`src/rtl/uer_pkg.sv`:
```
// ----------------------------------------------------------------------------
// uer_pkg
// Shared types and constants of the ultrasonic echo ranger: configuration
// reset values, register indexes, the control word and distance scaling.
// ----------------------------------------------------------------------------
`timescale 1ns / 1ps
`default_nettype none

package uer_pkg;

    localparam int CFG_DATA_W = 32;
    localparam int CFG_ADDR_W = 4;

    localparam logic [1:0] REG_TRIGGER_HIGH = 2'd0;
    localparam logic [1:0] REG_WAIT_LIMIT   = 2'd1;
    localparam logic [1:0] REG_MAX_ECHO     = 2'd2;
    localparam logic [1:0] REG_ECHO_POL     = 2'd3;

    localparam logic [7:0]  RST_TRIGGER_HIGH = 8'd10;
    localparam logic [15:0] RST_WAIT_LIMIT   = 16'd5000;
    localparam logic [15:0] RST_MAX_ECHO     = 16'd5800;
    localparam logic        RST_ECHO_POL     = 1'b1;

    localparam logic [7:0] TRIG_LOW_TICKS = 8'd2;

    // distance = (width*256 + 29) / 58, as a multiply by ceil(2^30 / 58)
    localparam logic [23:0] DIST_ROUND   = 24'd29;
    localparam logic [24:0] DIST_RECIP   = 25'd18512791;
    localparam int          DIST_SHIFT   = 30;

    typedef struct packed {
        logic [7:0]  trigger_high_ticks;
        logic [15:0] wait_limit;
        logic [15:0] max_echo_ticks;
        logic        echo_active_high;
    } uer_cfg_t;

    typedef struct packed {
        logic        trig;
        logic        busy;
        logic        done;
        logic        tout;
        logic        dist_en;
        logic [15:0] width;
    } uer_item_t;

endpackage

`default_nettype wire

```
`src/rtl/uer_regs.sv`:
```
// ----------------------------------------------------------------------------
// uer_regs
// APB-style configuration registers of the echo ranger.
// ----------------------------------------------------------------------------
`timescale 1ns / 1ps
`default_nettype none

module uer_regs
    import uer_pkg::*;
(
    input  wire logic                  clk,
    input  wire logic                  rst_n,
    input  wire logic                  psel,
    input  wire logic                  penable,
    input  wire logic                  pwrite,
    input  wire logic [CFG_ADDR_W-1:0] paddr,
    input  wire logic [CFG_DATA_W-1:0] pwdata,
    output logic      [CFG_DATA_W-1:0] prdata,
    output logic                       pready,
    output uer_cfg_t                   cfg
);

    uer_cfg_t   cfg_reg;
    uer_cfg_t   cfg_next;
    logic [1:0] reg_idx;
    logic       wr_en;

    assign reg_idx = paddr[3:2];
    assign wr_en   = psel && penable && pwrite;
    assign pready  = 1'b1;
    assign cfg     = cfg_reg;

    always_comb
    begin
        cfg_next = cfg_reg;
        if (wr_en)
        begin
            case (reg_idx)
                REG_TRIGGER_HIGH: cfg_next.trigger_high_ticks = pwdata[7:0];
                REG_WAIT_LIMIT:   cfg_next.wait_limit         = pwdata[15:0];
                REG_MAX_ECHO:     cfg_next.max_echo_ticks     = pwdata[15:0];
                REG_ECHO_POL:     cfg_next.echo_active_high   = pwdata[0];
                default:          cfg_next = cfg_reg;
            endcase
        end
    end

    always_comb
    begin
        case (reg_idx)
            REG_TRIGGER_HIGH: prdata = {24'd0, cfg_reg.trigger_high_ticks};
            REG_WAIT_LIMIT:   prdata = {16'd0, cfg_reg.wait_limit};
            REG_MAX_ECHO:     prdata = {16'd0, cfg_reg.max_echo_ticks};
            REG_ECHO_POL:     prdata = {31'd0, cfg_reg.echo_active_high};
            default:          prdata = '0;
        endcase
    end

    always_ff @(posedge clk or negedge rst_n)
    begin
        if (!rst_n)
        begin
            cfg_reg.trigger_high_ticks <= RST_TRIGGER_HIGH;
            cfg_reg.wait_limit         <= RST_WAIT_LIMIT;
            cfg_reg.max_echo_ticks     <= RST_MAX_ECHO;
            cfg_reg.echo_active_high   <= RST_ECHO_POL;
        end
        else
        begin
            cfg_reg <= cfg_next;
        end
    end

endmodule

`default_nettype wire

```
`src/rtl/uer_ctrl.sv`:
```
// ----------------------------------------------------------------------------
// uer_ctrl
// Measurement sequencer: trigger timing, echo wait and pulse width count.
// Updates its state on each accepted word and registers the control word.
// ----------------------------------------------------------------------------
`timescale 1ns / 1ps
`default_nettype none

module uer_ctrl
    import uer_pkg::*;
(
    input  wire logic      clk,
    input  wire logic      rst_n,
    input  uer_cfg_t       cfg,
    input  wire logic      in_valid,
    output logic           in_ready,
    input  wire logic      command,
    input  wire logic      echo_level,
    output logic           item_valid,
    input  wire logic      item_ready,
    output uer_item_t      item
);

    localparam logic [2:0] PH_IDLE      = 3'd0;
    localparam logic [2:0] PH_TRIG_LOW  = 3'd1;
    localparam logic [2:0] PH_TRIG_HIGH = 3'd2;
    localparam logic [2:0] PH_WAIT_END  = 3'd3;
    localparam logic [2:0] PH_WAIT_RISE = 3'd4;
    localparam logic [2:0] PH_MEASURE   = 3'd5;

    logic [2:0]  phase_reg,       phase_next;
    logic [7:0]  phase_ticks_reg, phase_ticks_next;
    logic [15:0] wait_count_reg,  wait_count_next;
    logic [15:0] echo_width_reg,  echo_width_next;
    logic        item_valid_reg,  item_valid_next;
    uer_item_t   item_reg,        item_next;

    logic        accept;
    logic        active;
    logic [7:0]  high_ticks;
    logic [7:0]  tick_inc;
    logic        wait_hit;
    logic [15:0] wait_inc;
    logic [16:0] width_inc;
    logic        too_long;
    logic        done;
    logic        tout;

    assign in_ready   = !item_valid_reg || item_ready;
    assign accept     = in_valid && in_ready;
    assign item_valid = item_valid_reg;
    assign item       = item_reg;

    assign active     = (echo_level == cfg.echo_active_high);
    assign high_ticks = (cfg.trigger_high_ticks == 8'd0) ? 8'd1 : cfg.trigger_high_ticks;
    assign tick_inc   = phase_ticks_reg + 8'd1;
    assign wait_hit   = (wait_count_reg == cfg.wait_limit);
    assign wait_inc   = wait_count_reg + 16'd1;
    assign width_inc  = {1'b0, echo_width_reg} + 17'd1;
    assign too_long   = (width_inc > {1'b0, cfg.max_echo_ticks});

    always_comb
    begin
        phase_next       = phase_reg;
        phase_ticks_next = phase_ticks_reg;
        wait_count_next  = wait_count_reg;
        echo_width_next  = echo_width_reg;
        done             = 1'b0;
        tout             = 1'b0;
        item_next        = '0;

        if (command)
        begin
            phase_next       = PH_TRIG_LOW;
            phase_ticks_next = 8'd0;
            wait_count_next  = 16'd0;
            echo_width_next  = 16'd0;
        end
        else
        begin
            case (phase_reg)
                PH_TRIG_LOW:
                begin
                    phase_ticks_next = tick_inc;
                    if (tick_inc >= TRIG_LOW_TICKS)
                    begin
                        phase_next       = PH_TRIG_HIGH;
                        phase_ticks_next = 8'd0;
                    end
                end
                PH_TRIG_HIGH:
                begin
                    item_next.trig   = 1'b1;
                    phase_ticks_next = tick_inc;
                    if (tick_inc >= high_ticks || tick_inc == 8'd0)
                    begin
                        phase_next       = PH_WAIT_END;
                        phase_ticks_next = 8'd0;
                        wait_count_next  = 16'd0;
                    end
                end
                PH_WAIT_END, PH_WAIT_RISE:
                begin
                    if (phase_reg == PH_WAIT_END && active)
                    begin
                        if (wait_hit)
                        begin
                            done = 1'b1;
                            tout = 1'b1;
                        end
                        else
                        begin
                            wait_count_next = wait_inc;
                        end
                    end
                    else if (!active)
                    begin
                        phase_next = PH_WAIT_RISE;
                        if (wait_hit)
                        begin
                            done = 1'b1;
                            tout = 1'b1;
                        end
                        else
                        begin
                            wait_count_next = wait_inc;
                        end
                    end
                    else
                    begin
                        phase_next      = PH_MEASURE;
                        echo_width_next = 16'd1;
                    end
                end
                PH_MEASURE:
                begin
                    if (active)
                    begin
                        if (wait_hit || too_long)
                        begin
                            done = 1'b1;
                            tout = 1'b1;
                        end
                        else
                        begin
                            wait_count_next = wait_inc;
                            echo_width_next = width_inc[15:0];
                        end
                    end
                    else
                    begin
                        done = 1'b1;
                    end
                end
                default:
                begin
                    phase_next = PH_IDLE;
                end
            endcase
            if (done)
            begin
                phase_next = PH_IDLE;
            end
        end

        item_next.busy    = (phase_next != PH_IDLE);
        item_next.done    = done;
        item_next.tout    = tout;
        item_next.dist_en = done && !tout;
        item_next.width   = echo_width_reg;
    end

    always_comb
    begin
        if (accept)
        begin
            item_valid_next = 1'b1;
        end
        else if (item_ready)
        begin
            item_valid_next = 1'b0;
        end
        else
        begin
            item_valid_next = item_valid_reg;
        end
    end

    always_ff @(posedge clk or negedge rst_n)
    begin
        if (!rst_n)
        begin
            phase_reg       <= PH_IDLE;
            phase_ticks_reg <= 8'd0;
            wait_count_reg  <= 16'd0;
            echo_width_reg  <= 16'd0;
            item_valid_reg  <= 1'b0;
        end
        else
        begin
            item_valid_reg <= item_valid_next;
            if (accept)
            begin
                phase_reg       <= phase_next;
                phase_ticks_reg <= phase_ticks_next;
                wait_count_reg  <= wait_count_next;
                echo_width_reg  <= echo_width_next;
            end
        end
    end

    always_ff @(posedge clk)
    begin
        if (accept)
        begin
            item_reg <= item_next;
        end
    end

`ifndef NO_ASSERTIONS
    a_done_not_busy: assert property (@(posedge clk) disable iff (!rst_n)
        item_valid_reg && item_reg.done |-> !item_reg.busy)
        else $error("done word still reports busy");

    a_trig_busy: assert property (@(posedge clk) disable iff (!rst_n)
        item_valid_reg && item_reg.trig |-> item_reg.busy && !item_reg.done)
        else $error("trigger driven outside a measurement");

    a_idle_quiet: assert property (@(posedge clk) disable iff (!rst_n)
        accept && !command && phase_reg == PH_IDLE |=> phase_reg == PH_IDLE)
        else $error("sequencer left idle without a start");
`endif

endmodule

`default_nettype wire

```
`src/rtl/uer_dist.sv`:
```
// ----------------------------------------------------------------------------
// uer_dist
// Result stage: converts the echo width to Q8.8 centimeters with saturation
// and holds the finished word for the output channel.
// ----------------------------------------------------------------------------
`timescale 1ns / 1ps
`default_nettype none

module uer_dist
    import uer_pkg::*;
(
    input  wire logic   clk,
    input  wire logic   rst_n,
    input  wire logic   item_valid,
    output logic        item_ready,
    input  uer_item_t   item,
    output logic        out_valid,
    input  wire logic   out_ready,
    output logic        trigger_level,
    output logic        busy_res,
    output logic        done_res,
    output logic        timed_out,
    output logic [15:0] distance_q8
);

    logic        out_valid_reg,  out_valid_next;
    logic        trig_reg;
    logic        busy_reg;
    logic        done_reg;
    logic        tout_reg;
    logic [15:0] dist_reg;

    logic        take;
    logic [23:0] numer;
    logic [48:0] product;
    logic [18:0] quot;
    logic [15:0] dist_sat;

    assign item_ready = !out_valid_reg || out_ready;
    assign take       = item_valid && item_ready;

    assign numer    = {item.width, 8'd0} + DIST_ROUND;
    assign product  = {25'd0, numer} * {24'd0, DIST_RECIP};
    assign quot     = product[DIST_SHIFT+18:DIST_SHIFT];
    assign dist_sat = (quot[18:16] != 3'd0) ? 16'hFFFF : quot[15:0];

    always_comb
    begin
        if (take)
        begin
            out_valid_next = 1'b1;
        end
        else if (out_ready)
        begin
            out_valid_next = 1'b0;
        end
        else
        begin
            out_valid_next = out_valid_reg;
        end
    end

    always_ff @(posedge clk or negedge rst_n)
    begin
        if (!rst_n)
        begin
            out_valid_reg <= 1'b0;
        end
        else
        begin
            out_valid_reg <= out_valid_next;
        end
    end

    always_ff @(posedge clk)
    begin
        if (take)
        begin
            trig_reg <= item.trig;
            busy_reg <= item.busy;
            done_reg <= item.done;
            tout_reg <= item.tout;
            dist_reg <= item.dist_en ? dist_sat : 16'd0;
        end
    end

    assign out_valid     = out_valid_reg;
    assign trigger_level = trig_reg;
    assign busy_res      = busy_reg;
    assign done_res      = done_reg;
    assign timed_out     = tout_reg;
    assign distance_q8   = dist_reg;

`ifndef NO_ASSERTIONS
    a_dist_only_success: assert property (@(posedge clk) disable iff (!rst_n)
        out_valid_reg && (!done_reg || tout_reg) |-> dist_reg == 16'd0)
        else $error("distance reported without a successful measurement");

    a_tout_with_done: assert property (@(posedge clk) disable iff (!rst_n)
        out_valid_reg && tout_reg |-> done_reg)
        else $error("timeout flag without done");
`endif

endmodule

`default_nettype wire

```
`src/rtl/ultrasonic_echo_ranger_core.sv`:
```
// ----------------------------------------------------------------------------
// ultrasonic_echo_ranger_core
// Ultrasonic ranger controller stepped once per microsecond tick word.
//
//   Channel   Handshake             Payload
//   input     in_valid / in_ready   command, echo_level
//   output    out_valid / out_ready trigger_level, busy_res, done_res,
//                                   timed_out, distance_q8
//   config    psel/penable/pwrite   paddr, pwdata, prdata (pready tied high)
//
// One word accepted per cycle unless the output stalls. The sequencer state
// updates on accept; the result stage holds the width-to-distance multiply.
// Output stalls back up one stage at a time.
// Reset clears the sequencer to idle and loads the default register values.
// ----------------------------------------------------------------------------
`timescale 1ns / 1ps
`default_nettype none

module ultrasonic_echo_ranger_core
    import uer_pkg::*;
(
    input  wire logic                  clk,
    input  wire logic                  rst_n,
    input  wire logic                  in_valid,
    output logic                       in_ready,
    input  wire logic                  command,
    input  wire logic                  echo_level,
    output logic                       out_valid,
    input  wire logic                  out_ready,
    output logic                       trigger_level,
    output logic                       busy_res,
    output logic                       done_res,
    output logic                       timed_out,
    output logic [15:0]                distance_q8,
    input  wire logic                  psel,
    input  wire logic                  penable,
    input  wire logic                  pwrite,
    input  wire logic [CFG_ADDR_W-1:0] paddr,
    input  wire logic [CFG_DATA_W-1:0] pwdata,
    output logic      [CFG_DATA_W-1:0] prdata,
    output logic                       pready
);

    uer_cfg_t  cfg;
    uer_item_t item;
    logic      item_valid;
    logic      item_ready;

    uer_regs u_regs (
        .clk     (clk),
        .rst_n   (rst_n),
        .psel    (psel),
        .penable (penable),
        .pwrite  (pwrite),
        .paddr   (paddr),
        .pwdata  (pwdata),
        .prdata  (prdata),
        .pready  (pready),
        .cfg     (cfg)
    );

    uer_ctrl u_ctrl (
        .clk        (clk),
        .rst_n      (rst_n),
        .cfg        (cfg),
        .in_valid   (in_valid),
        .in_ready   (in_ready),
        .command    (command),
        .echo_level (echo_level),
        .item_valid (item_valid),
        .item_ready (item_ready),
        .item       (item)
    );

    uer_dist u_dist (
        .clk           (clk),
        .rst_n         (rst_n),
        .item_valid    (item_valid),
        .item_ready    (item_ready),
        .item          (item),
        .out_valid     (out_valid),
        .out_ready     (out_ready),
        .trigger_level (trigger_level),
        .busy_res      (busy_res),
        .done_res      (done_res),
        .timed_out     (timed_out),
        .distance_q8   (distance_q8)
    );

endmodule

`default_nettype wire
```
`config.mk`:
```
export PLATFORM = sky130hd
export DESIGN_NAME = ultrasonic_echo_ranger_core
export DESIGN_NICKNAME = d
export VERILOG_FILES = /design/src/rtl/uer_pkg.sv /design/src/rtl/uer_regs.sv /design/src/rtl/uer_ctrl.sv /design/src/rtl/uer_dist.sv /design/src/rtl/ultrasonic_echo_ranger_core.sv
export SDC_FILE = /design/constraint.sdc
export NUM_CORES = 1
export LEC_CHECK = 0
export BUFFER_PORTS_ARGS = -buffer_cell sky130_fd_sc_hd__buf_2
export CORE_MARGIN = 3
export CORE_UTILIZATION = 36
export CTS_BUF_LIST = sky130_fd_sc_hd__clkbuf_16
export DETAILED_ROUTE_END_ITERATION = 10
export PLACE_DENSITY = 0.64
export SLEW_MARGIN = 15
export SYNTH_ARGS = -nofsm -noshare
export SYNTH_HDL_FRONTEND = slang
export SYNTH_SLANG_ARGS = --single-unit
```
`constraint.sdc`:
```
create_clock -name clk -period 7.9 [get_ports clk]
set_clock_uncertainty 0.05 [all_clocks]
set_input_delay 0.79 -clock clk [delete_from_list [all_inputs] [get_ports clk]]
set_output_delay 0.79 -clock clk [all_outputs]
set_load 0.005 [all_outputs]
```
==> impl_metrics.py, run 1 <==
metrics = {
    "worst_setup_path": {
        "end_kind": "flop",
        "cp_top_family": "adder cells",
        "r2r_cells": 21,
        "crit_slowest_cell": "fa_1",
        "crit_required_ns": 8.05,
        "crit_arrival_ns": 7.79,
        "cp_max_fo": 16,
        "crit_buf_inv": 4,
        "critPathKind": "reg2reg",
        "worst-path-stages": 21,
        "crit_chain": "fa_1 -> inv_1 -> fa_1 -> fa_1 -> inv_1 -> fa_1 -> fa_1 -> fa_1 -> inv_1 -> fa_1 -> inv_1 -> ha_1 -> nand3_1 -> or3_1 -> a2111o_1 -> o211ai_1 -> o21ai_1 -> a21o_1 -> a311oi_2 -> o211ai_4 -> o31a_1",
        "path_common_cell": "fa_1",
        "slowest_delay_ns": 0.70,
        "crit_path_start_kind": "flop",
    },
    "synth": {
        "synth-edff-count": 41,
        "synth_seq_area_share": 0.227,
        "yosysUniqueCellTypes": 72,
        "syn_avg_cell_area_sq_um": 9.84,
        "ys_warn_count": 0,
        "synthCells": 1523,
        "async_flop_share": 0.677,
        "synthesis.area_sq_um": 15000,
        "synth_flop_cell": "dfrtp_1",
        "ys_ff_latch": 127,
    },
    "timing": {
        "period_needed_ns": 7.64,
        "drv_slew": 0,
        "finalSetupTns_ns": 0,
        "rsz0062_at_grt": "no",
        "fin_crit_sh": 0.967,
        "setup_viol": 0,
        "hold_viol": 0,
        "timing.fmax_mhz": 131,
        "worst_pin_slew_ns": 1.11,
        "maxSlewHeadroom": 0.260,
    },
    "clock_tree": {
        "cts.sinks": 127,
        "clock_latency_ns": 0.44,
        "postCtsSetupBuffers": 0,
        "cts-root-buf": "clkbuf_16",
        "clkTransAtPathRegs_ns": 0.07,
        "tritoncts": "built",
        "cts_htree_levels": 4,
        "cts_buffer_depth": 2,
        "cts_buffers": 17,
    },
    "placed_design": {
        "io_buffers": 64,
        "gp_congestion": 0.902,
        "place_hpwl_microns": 28700,
    },
    "die": {
        "io_pins": 100,
        "dieArea_sq_um": 44100,
        "num_rows": 74,
        "dieWidth_microns": 210,
        "die_h_microns": 210,
        "core_sq_um": 41000,
        "start_util": 0.365,
    },
    "drt": {
        "routed_wl_microns": 34200,
        "vias": 10700,
        "dr.first_iter.drc_count": 560,
        "ant_nets": 0,
        "drc": 0,
        "wire_per_inst_microns": 16.1,
        "routed_via_density": 5.06,
        "first_pass_iters": 5,
    },
    "final_layout": {
        "drive_above_1_share": 0.109,
        "final_nets": 1996,
        "largest_reg_flops": 41,
        "area_growth_pct": 9.46,
    },
    "job": {
        "drv_cap": 0,
    },
    "global_routing": {
        "track_usage": 0.158,
        "grt_pass1_wl_microns": 56000,
        "grt_start_max_net_pins": 78,
        "grt_pass1_vias": 11100,
        "antenna_found_initial": 0,
        "grt_overflow_total": 0,
    },
    "min_path": {
        "hp-class": "in2async",
    },
    "outcome": {
        "status": "finished clean",
    },
}
==> cells in the mapped netlist (all sizes together), types with 3 or more instances <==
master   number  area (sq um)
nand3b        3          22.5
and2          5          31.3
nor3          6          30.0
inv         308          1160
a21oi        51           255
clkbuf       33           124
nand2        84           315
buf          27           208
nor2b        11          68.8
nor3b         4          30.0
a211oi       13          97.6
o21ai        73           369
nor4          8          50.1
a21boi        3          22.5
o32ai         5          43.8
a2111oi       3          32.5
a31oi         5          31.3
and3         27           174
nand4        14          93.8
edfxtp       41          1230
o31ai         7          57.6
o21bai        7          52.6
nand2b       22           138
o2111ai       5          43.8
a22o         10          87.6
nor2         50           188
o21a         19           143
xor2         28           245
fa          155          3100
a21o         28           210
nand3        33           165
dfrtp        72          1800
or2           7          43.8
xnor2        29           254
mux2i        14           140
ha          225          2820
o211ai        8          73.8
dfstp        14           368
mux2         35           394
or3           5          31.3
==> cells in the final DEF, fill, tap and decap left out, types with 22 or more instances in the layout <==
master	n
xor2_1	28
a21oi_1	51
o21ai_0	61
mux2_2	35
a21o_1	28
inv_1	308
nand2_1	84
ha_1	225
xnor2_1	29
and3_1	26
nand3_1	33
nand2b_1	22
fa_1	155
edfxtp_1	41
nor2_1	50
dfrtp_1	72
buf_2	63
==> cell type report <==
class                      instances  area (sq um)
timing repair buffer              74           398
antenna                            1          2.50
fill                            4032         24600
clock inverter                    15           185
inverter                         309          1160
clock buffer                      17           425
multi-input combinational       1042         10200
sequential                       127          3400
tap                              532           666
==> logic make-up after synthesis <==
logic type | share of synthesized area
fa+ha+maj | 0.395
buf+inv | 0.0995
simple gates | 0.0941
compound gates | 0.113
flops | 0.227
xor+xnor | 0.0333
mux | 0.0372
other cells | 0.000501
==> per-layer routing <==
layer	track usage	up-vias	wire, microns
li1	-	5121	-
met1	0.205	5365	15300
met2	0.276	191	17100
met3	0.0229	40	1060
met4	0.0451	0	667
met5	0	-	0
==> final timing paths <==
kind	slack [ns]	start	to
max	0.26	u_ctrl.item[13]	u_dist.distance_q8[11]
min	0.10	rst_n	u_regs.cfg[15]
max reg2reg	0.26	u_ctrl.item[13]	u_dist.distance_q8[11]
min reg2reg	0.37	u_ctrl.item[18]	u_dist.done_res
max in group asynchronous	6.49	rst_n	u_ctrl.phase_ticks_reg[6]
min in group clk	0.37	u_ctrl.item[18]	u_dist.done_res
==> stage by stage <==
stage	utilization	hold WS, ns	worst slack (ns)	area, sq um	cells
6_report	0.400	0.104	0.263	16400	2117
2_1_floorplan	-	0.350	0.912	15000	1538
4_1_cts	0.400	0.0869	0.230	16400	2116
3_5_place_dp	0.385	0.357	0.240	15800	2084
5_1_grt	0.400	0.0890	0.0274	16400	2116
3_3_place_gp	0.385	0.361	0.303	15800	2084
==> timing repair <==
| item | in CTS | in global routing |
|---|---|---|
| hold buffers | 0 | 0 |
| setup endpoints to repair | 0 | 1 |
| resized for setup | 0 | 1 |
Power of run 1 is not shown: default switching activity piles up to over one toggle a cycle in this logic, so the estimate is an artifact.
==> run 2, diff against run 1 <==
--- a/config.mk
+++ b/config.mk
@@ -5,6 +5,7 @@
 export SDC_FILE = /design/constraint.sdc
 export NUM_CORES = 1
 export LEC_CHECK = 0
+export ABC_AREA = 1
 export BUFFER_PORTS_ARGS = -buffer_cell sky130_fd_sc_hd__buf_2
 export CORE_MARGIN = 3
 export CORE_UTILIZATION = 36
==> run 2 against run 1 <==
Via count grew 20%. Sequential cell count stayed put. Utilization grew 0.22 points. Global-route usage up 1.7 points. Register-to-register slack better by 0.60 ns. Design area is 6.3% higher. First-iteration DRC count is 57% higher. Count of clock-buffer cells in the layout rose by 3. Critical endpoint is now u_dist.distance_q8[0]. Largest cell class unchanged.
==> impl_metrics.py, run 2 <==
metrics = {
    "drt": {
        "dr.first_iter.drc_count": 878,
        "routed_via_density": 4.85,
        "drc": 0,
        "first_pass_iters": 5,
        "vias": 12800,
        "wire_per_inst_microns": 14.9,
        "ant_nets": 0,
        "routed_wl_microns": 39500,
    },
    "synth": {
        "yosys.area.top_type": "fa_1",
        "yosysUniqueCellTypes": 50,
        "yosysTopAreaCellShare": 0.195,
        "ys_ff_latch": 127,
        "async_flop_share": 0.677,
        "synth-edff-count": 41,
        "yosysMostFrequentCell": "inv_1",
        "syn_avg_cell_area_sq_um": 8.00,
        "synth_top_family_by_area": "adder cells",
        "ys_warn_count": 0,
        "synth-compound-area-share": 0.0689,
        "synth_common_cells": "446 x inv_1, 429 x nand2_1, 225 x ha_1, 155 x fa_1, 149 x nor2_1",
        "synth_flop_cell": "dfrtp_1",
        "muxShareOfSynthArea": 0.000629,
        "synthesis.area_sq_um": 15900,
        "synth_seq_area_share": 0.214,
        "post_synth_main_area_contributors": "fa_1 19%, ha_1 18%, dfrtp_1 11%, inv_1 11%, nand2_1 10%",
        "synth_xor_area_frac": 0.0236,
        "synthCells": 1990,
        "synth-adder-area-share": 0.372,
        "synthSimpleGateAreaFrac": 0.199,
    },
    "placed_design": {
        "io_buffers": 64,
        "place_hpwl_microns": 33100,
        "place_area_sq_um": 16800,
        "gp_congestion": 0.946,
    },
    "job": {
        "drv_cap": 0,
    },
    "clock_tree": {
        "postCtsSetupBuffers": 0,
        "cts_htree_levels": 4,
        "cts-root-buf": "clkbuf_16",
        "cts_buffer_depth": 2,
        "cts_resized": 0,
        "cts.sinks": 127,
        "holdBufCountCts": 0,
        "tritoncts": "built",
        "clock_latency_ns": 0.42,
        "cts_buffers": 17,
        "clkTransAtPathRegs_ns": 0.06,
    },
    "die": {
        "num_rows": 76,
        "die_h_microns": 216,
        "io_pins": 100,
        "start_util": 0.367,
        "dieArea_sq_um": 46800,
        "core_sq_um": 43400,
        "dieWidth_microns": 216,
    },
    "timing": {
        "maxSlewHeadroom": 0.279,
        "setup_viol": 0,
        "fin_crit_sh": 0.890,
        "hold_viol": 0,
        "period_needed_ns": 7.03,
        "drv_slew": 0,
        "worst_pin_slew_ns": 1.08,
        "finalSetupTns_ns": 0,
        "timing.fmax_mhz": 142,
        "rsz0062_at_grt": "no",
    },
    "final_layout": {
        "regArea_sq_um": 3400,
        "n_fill_cell": 4503,
        "finalInstanceArea_sq_um": 17400,
        "largest_reg_flops": 41,
        "multi_input_area_sq_um": 10600,
        "final_common_cell": "inv_1",
        "final_cell_mix": "448 x inv_1, 429 x nand2_1, 225 x ha_1, 155 x fa_1, 148 x nor2_1",
        "final_nets": 2472,
        "area_growth_pct": 9.55,
        "drive_above_1_share": 0.0660,
    },
    "global_routing": {
        "grt_start_max_net_pins": 72,
        "grt_pass1_vias": 13000,
        "grt_pass1_wl_microns": 66200,
        "grt_overflow_total": 0,
        "antenna_found_initial": 1,
        "track_usage": 0.174,
    },
    "worst_setup_path": {
        "crit_path_start_kind": "flop",
        "crit_required_ns": 8.03,
        "end_kind": "flop",
        "cp_max_fo": 16,
        "crit_arrival_ns": 7.17,
        "reg2reg_slack_ns": 0.87,
        "critPathKind": "reg2reg",
    },
    "min_path": {
        "hp-class": "in2async",
    },
    "outcome": {
        "status": "finished clean",
    },
}
run 2: cell type report:
cell class,instances,area share
Antenna cell,1,0.000144
Timing Repair Buffer,67,0.0198
Multi-Input combinational cell,1384,0.610
Clock inverter,12,0.00732
Sequential cell,127,0.195
Tap cell,585,0.0420
Inverter,450,0.0969
Clock buffer,20,0.0287
run 2: metrics by stage:
step | instances | utilization | hold slack, ns | worst slack (ns)
after detailed placement | 2613 | 0.388 | 0.361 | 0.893
after global placement | 2613 | 0.388 | 0.358 | 0.923
after CTS | 2645 | 0.402 | 0.176 | 0.887
final | 2646 | 0.402 | 0.184 | 0.866
after global routing | 2645 | 0.402 | 0.183 | 0.409
after floorplan | 2005 | - | 0.350 | 1.65
run 2: critical path: stages (launching register included):
cell	delay, ns
edfxtp_1	0.60
fa_1	0.69
inv_1	0.10
fa_1	0.46
fa_1	0.51
inv_1	0.05
fa_1	0.46
fa_1	0.56
fa_1	0.55
inv_1	0.05
fa_1	0.55
inv_1	0.06
ha_1	0.33
a21oi_1	0.24
a21boi_0	0.36
nand2_1	0.19
nand2_1	0.09
nand2_1	0.05
nand2_1	0.09
nand4_1	0.08
nand2_1	0.37
nand4_1	0.16
nand2_1	0.09
inv_1	0.05
run 2: layer usage:
| layer | vias to the layer above | GRT usage | share of wire |
|---|---|---|---|
| li1 | 6334 | - | - |
| met1 | 6158 | 0.236 | 0.45 |
| met2 | 295 | 0.303 | 0.48 |
| met3 | 38 | 0.0189 | 0.048 |
| met4 | 0 | 0.0370 | 0.017 |
| met5 | - | 0 | 0 |
run 2: path summary, 6_finish.rpt:
check	start	to	depth (start not counted)
setup / recovery	u_ctrl.item[1]	u_dist.distance_q8[0]	23
setup reg to reg	u_ctrl.item[1]	u_dist.distance_q8[0]	23
hold / removal	rst_n	u_ctrl.phase_reg[1]	1
hold reg to reg	u_ctrl.item[19]	u_dist.busy_res	0
max in group asynchronous	rst_n	u_ctrl.echo_width_reg[4]	2
min in group clk	u_ctrl.item[19]	u_dist.busy_res	0
run 2: kinds of logic (layout without fill, tap and decap cells):
family / after synthesis / count (layout)
AOI/OAI and AO/OA: 202 / 202
xor gates and xnor gates: 42 / 42
adders and majority gates: 380 / 380
buffers and inverters: 494 / 549
DFF: 127 / 127
muxes: 1 / 1
other: 2 / 18
and+or+nand+nor: 742 / 742
Power of run 2 is left out for the same reason.
